`config.mk`:
```
export PLATFORM = sky130hd
export DESIGN_NAME = sitelist_ctrl
export DESIGN_NICKNAME = d
export VERILOG_FILES = /design/src/design/sitelist_pkg.sv /design/src/design/sitelist_ctrl.sv
export SDC_FILE = /design/constraint.sdc
export NUM_CORES = 1
export LEC_CHECK = 0
export ABC_CLOCK_PERIOD_IN_PS = 2000
export BUFFER_PORTS_ARGS = -buffer_cell sky130_fd_sc_hd__buf_2
export CAP_MARGIN = 10
export CELL_PAD_IN_SITES_DETAIL_PLACEMENT = 2
export CELL_PAD_IN_SITES_GLOBAL_PLACEMENT = 2
export CORE_MARGIN = 2
export CORE_UTILIZATION = 24
export CTS_BUF_LIST = sky130_fd_sc_hd__clkbuf_8 sky130_fd_sc_hd__clkbuf_16
export DETAILED_ROUTE_END_ITERATION = 10
export MAX_ROUTING_LAYER = met4
export PLACE_DENSITY = 0.84
export SLEW_MARGIN = 15
export SYNTH_ARGS = -nofsm -noshare
export SYNTH_HDL_FRONTEND = slang
export SYNTH_SLANG_ARGS = --single-unit
```
`constraint.sdc`:
```
create_clock -name clk -period 2 [get_ports clk]
set_input_delay 0.6 -clock clk [delete_from_list [all_inputs] [get_ports clk]]
set_output_delay 0.6 -clock clk [all_outputs]
set_load 0.05 [all_outputs]
```
`src/design/sitelist_pkg.sv`:
```
// shared types and constants for the site list block
// command and status codes, controller/datapath command and status structs
// no dependencies
package sitelist_pkg;

  // default sizes
  localparam int CAPACITY_DEF    = 1024;
  localparam int INDEX_BITS_DEF  = 20;
  localparam int RANDOM_BITS_DEF = 16;

  // command codes carried in s_tuser
  typedef enum logic [1:0] {
    CMD_ADD    = 2'd0,
    CMD_REMOVE = 2'd1,
    CMD_QUERY  = 2'd2,
    CMD_PICK   = 2'd3
  } cmd_e_t;

  // result status codes carried in m_tuser
  typedef enum logic [1:0] {
    ST_OK        = 2'd0,
    ST_FULL      = 2'd1,
    ST_NOT_FOUND = 2'd2,
    ST_EMPTY     = 2'd3
  } status_e_t;

  // source of the store read address
  typedef enum logic [1:0] {
    RD_SCAN = 2'd0,
    RD_PICK = 2'd1,
    RD_LAST = 2'd2
  } rd_sel_t;

  // controller to datapath
  typedef struct packed {
    logic      latch_in;
    logic      add_write;
    logic      scan_start;
    logic      scan_run;
    logic      pick_mul;
    rd_sel_t   rd_sel;
    logic      take_pick;
    logic      move_write;
    logic      load_result;
    status_e_t res_status;
    logic      res_listed;
  } ctl_cmd_t;

  // datapath to controller
  typedef struct packed {
    cmd_e_t op;
    logic   full;
    logic   empty;
    logic   found;
    logic   exhausted;
    logic   out_free;
  } ctl_stat_t;

endpackage

```
`src/design/sitelist_ctrl.sv`:
```
// controller state machine of the site list
// sequences add, remove, query and pick over the datapath
// depends on sitelist_pkg
module sitelist_ctrl (
  input  logic                   clk,
  input  logic                   rst,
  input  logic                   s_tvalid,
  output logic                   s_tready,
  input  sitelist_pkg::ctl_stat_t stat,
  output sitelist_pkg::ctl_cmd_t  cmd
);

  typedef enum logic [3:0] {
    IDLE,
    DECODE,
    ADD_WR,
    SCAN,
    MOVE_RD,
    MOVE_WR,
    PICK_RD,
    PICK_TAKE,
    RESULT
  } state_t;

  state_t                  state;
  sitelist_pkg::status_e_t res_status;
  logic                    res_listed;

  // state and result code registers
  always_ff @(posedge clk) begin
    if (rst) begin
      state      <= IDLE;
      res_status <= sitelist_pkg::ST_OK;
      res_listed <= 1'b0;
    end else begin
      unique case (state)
        IDLE: begin
          res_status <= sitelist_pkg::ST_OK;
          res_listed <= 1'b0;
          if (s_tvalid) begin
            state <= DECODE;
          end
        end
        DECODE: begin
          unique case (stat.op) inside
            sitelist_pkg::CMD_ADD: begin
              if (stat.full) begin
                res_status <= sitelist_pkg::ST_FULL;
                state      <= RESULT;
              end else begin
                state <= ADD_WR;
              end
            end
            sitelist_pkg::CMD_REMOVE, sitelist_pkg::CMD_QUERY: begin
              state <= SCAN;
            end
            sitelist_pkg::CMD_PICK: begin
              if (stat.empty) begin
                res_status <= sitelist_pkg::ST_EMPTY;
                state      <= RESULT;
              end else begin
                state <= PICK_RD;
              end
            end
            default: state <= RESULT;
          endcase
        end
        ADD_WR: state <= RESULT;
        SCAN: begin
          if (stat.found) begin
            if (stat.op == sitelist_pkg::CMD_QUERY) begin
              res_listed <= 1'b1;
              state      <= RESULT;
            end else begin
              state <= MOVE_RD;
            end
          end else if (stat.exhausted) begin
            if (stat.op != sitelist_pkg::CMD_QUERY) begin
              res_status <= sitelist_pkg::ST_NOT_FOUND;
            end
            state <= RESULT;
          end
        end
        MOVE_RD:   state <= MOVE_WR;
        MOVE_WR:   state <= RESULT;
        PICK_RD:   state <= PICK_TAKE;
        PICK_TAKE: state <= RESULT;
        RESULT: begin
          if (stat.out_free) begin
            state <= IDLE;
          end
        end
        default: state <= IDLE;
      endcase
    end
  end

  // commands decoded from state
  always_comb begin
    cmd            = '0;
    cmd.rd_sel     = sitelist_pkg::RD_SCAN;
    cmd.res_status = res_status;
    cmd.res_listed = res_listed;
    s_tready       = (state == IDLE);
    cmd.latch_in   = s_tready && s_tvalid;
    unique case (state)
      IDLE: ;
      DECODE: begin
        cmd.scan_start = 1'b1;
        cmd.pick_mul   = 1'b1;
      end
      ADD_WR:    cmd.add_write = 1'b1;
      SCAN:      cmd.scan_run  = 1'b1;
      MOVE_RD:   cmd.rd_sel    = sitelist_pkg::RD_LAST;
      MOVE_WR:   cmd.move_write = 1'b1;
      PICK_RD:   cmd.rd_sel    = sitelist_pkg::RD_PICK;
      PICK_TAKE: cmd.take_pick = 1'b1;
      RESULT:    cmd.load_result = stat.out_free;
      default: ;
    endcase
  end

  // checks
  a_ready_idle: assert property (@(posedge clk) disable iff (rst)
    cmd.latch_in |=> (state == DECODE))
    else $error("accepted beat not decoded");

  a_move_after_found: assert property (@(posedge clk) disable iff (rst)
    (state == MOVE_RD) |-> ($past(state) == SCAN && $past(stat.found)))
    else $error("move without a match");

  a_one_result: assert property (@(posedge clk) disable iff (rst)
    cmd.load_result |=> (state == IDLE))
    else $error("result load did not end the item");

endmodule

```
==> reports/qor.txt <==
RSZ-0062 raised after global routing = yes
Post-Syn Area = 582 sq um
Vias per inst = 5.04
Maxcap violations = 0
Async set-reset flop share out of synthesis = 0%
Antenna viol nets, final = 0
Mux contribution to synthesized area = 1.72%
Crit Path Max Fanout = 10
CP max stage delay = 0.38 ns
GPL Wtd Cong = 0.782
Footprint of the multi-input gates = 402 sq um
Layout cells sized above 1 = 41.2%
Max VDD drop = 397 uV
Clock transition at path regs = 0.04 ns
Hpwl dp = 1.55 mm
Largest net degree at the start of global routing = 14
Crit Path Class = reg -> out
Top FF cell, synth = dfxtp_1
Ports = 24
Max frequency = 516 MHz
Worst path slowest cell = dfxtp_2
Hold endpoint = res_status[1]
Die height = 53.2 um
DP Area = 742 sq um
Vias = 655
Crit path top cell by count = buf_4
Number of detailed-route iterations in the first pass = 3
Number of setup violations in the final report = 0
Critical path endpoint category = primary output
RR Endpoint = res_status[1]
Total GRT Usage = 16.4%
DRC = 0
Synth-to-layout area growth = 38.7%
Worst-Margin Slew = 0.344 ns
Worst-Skew Late Latency = 0.23 ns
Clock sink count = 7
Yosys warns = 0
LEAKAGE = 0.401 nW
I/O Buffers = 23
Hold depth = 2
Core area = 2250 sq um
Mean Syn Cell Area = 7.66 sq um
Status = finished clean
Clk root buf = clkbuf_8
Compound-Gate Fraction of Synth Area = 17.4%
Startpoint Class = flip-flop
H-tree levels = 1
Worst R2R Path Depth = 6
Nets@finish = 116
Post-Synth Simple-Gate Area = 40.2%
Post-Synth Adder-Cell Area = 6.45%
Register-to-register setup slack = 0.51 ns
Fill cell total of the finished layout = 282
Area share of xor/xnor cells in the synthesized design = 0%
Critical path, cell by cell = buf_4, nor4b_4, buf_4
WL/cell = 14.6 um
Post-layout util = 35.8%
Mapped Cells = 76
CTS Buf Count = 3
Fin area = 807 sq um
Yosys cell types = 29
Minimum hold slack = 0.503 ns
Buf/Inv on CP = 2
Power per cell area = 724 nW/um^2
Crit share post-route = 96.9%
Fin Setup TNS = 0 ns
Worst r2r src = state[1]
Seq. cell area = 146 sq um
Die area = 2830 sq um
Num rows = 17
Detailed Route WL = 1.89 mm
Crit-path leading delay family = buffers and inverters
Min Tclk post-route = 1.94 ns
Hold Fails Final Rpt = 0
WP data arrival = 1.34 ns
Longest Clk Path Bufs = 2
First-pass GRT wire length = 3.12 mm
Worst Skew = 0.000385 ns
Most frequent cells in the layout = buf_2, nor2_1, buf_4
Initial antenna violation count = 0
Placed Cells incl. Taps = 126
Worst Hold Class = reg -> reg
Total grt overflow = 0
Starting DRT DRC Count = 4
Die width = 53.2 um
Seq/Total Area, Yosys = 24.1%
Final Slew Violations = 0
Diodes inserted = 0
Rel. slew slack = 76.9%
Vias in the first global route = 667
Min-delay src = res_status[1]
Worst Path Required = 1.40 ns
CTS tree = built
Main combinational cell family by area after synthesis = simple AND/OR/NAND/NOR gates
Commonest non-fill, non-tap cell in the layout = buf_2
Postcts setup bufs = 0
#FFs+latches synth = 7
Final cell count without fillers = 130
Net Count, Synth = 89
Post-synth EDFFs = 0
Initial Utilization = 25.8%
area by class of cell:
cell class | count | share of cell area, %
inverter | 5 | 2.33
tap | 28 | 4.34
timing repair buffer | 28 | 19.8
clock inverter | 1 | 0.465
sequential | 7 | 18.1
multi-input combinational | 58 | 49.8
clock buffer | 3 | 5.12
worst reg2reg max path, stage by stage (launching register included):
cell and delay, ns:
dfxtp_2 0.38, buf_4 0.18, nor4b_4 0.30, buf_4 0.18, o31ai_1 0.09, nand2_1 0.10
mux2i_1 0.19
logic make-up after synthesis:
kind of cell	Yosys count
flops	7
simple gates	40
compound gates	14
mux	1
buf+inv	11
fa+ha+maj	3
metrics by stage:
stage	worst slack, ns	power [mW]
floorplan	-0.0665	0.327
global placement	0.166	0.376
detailed placement	0.0876	0.384
CTS	0.00921	0.591
global route	-0.00708	0.626
finish	0.0611	0.584
metal layers:
layer / up-vias / global-route usage (%) / part of all wire [%]
met5: - / - / 0
met4: 0 / 8.97 / 1.8
met3: 4 / 3.39 / 3.7
li1: 322 / - / -
met1: 312 / 20.1 / 45
met2: 17 / 24.9 / 49
sequential cells by signal (all words and copies together), names as in the netlist:
signal      flops
state           4
res_listed      1
res_status      2
report_power, final:
part           switching (mW)  internal [mW]
clock network          0.0643          0.133
registers              0.0165          0.149
logic                   0.140         0.0822
worst max path at each step:
stage          slack [ns]      from        to  depth (start not counted)
2_1_floorplan       -0.07  state[2]   cmd[10]                          3
3_3_place_gp         0.17   stat[5]  state[3]                          7
3_5_place_dp         0.09   stat[5]  state[3]                          7
4_1_cts             0.009  state[2]    cmd[3]                          3
5_1_grt            -0.007  state[1]   cmd[10]                          3
6_report             0.06  state[1]   cmd[10]                          3
timing repair:
action                                  in CTS  in global routing
hold buffers                                 0                  0
endpoints found under the setup margin       5                  4
gates resized for setup                      4                  4
Yosys cell counts (all sizes together) (2+ instances only):
master	count	area, sq um
a32oi	2	17.5
nor2b	4	25.0
nor3	7	35.0
a21oi	2	10.0
nand2	5	18.8
ha	3	37.5
nand2b	5	31.3
inv	5	18.8
buf	6	40.0
dfxtp	7	140
a31oi	2	12.5
nor2	10	37.5
o31ai	2	15.0
o21ai	2	10.0
No activity file was read; power rests on OpenSTA's default activity.
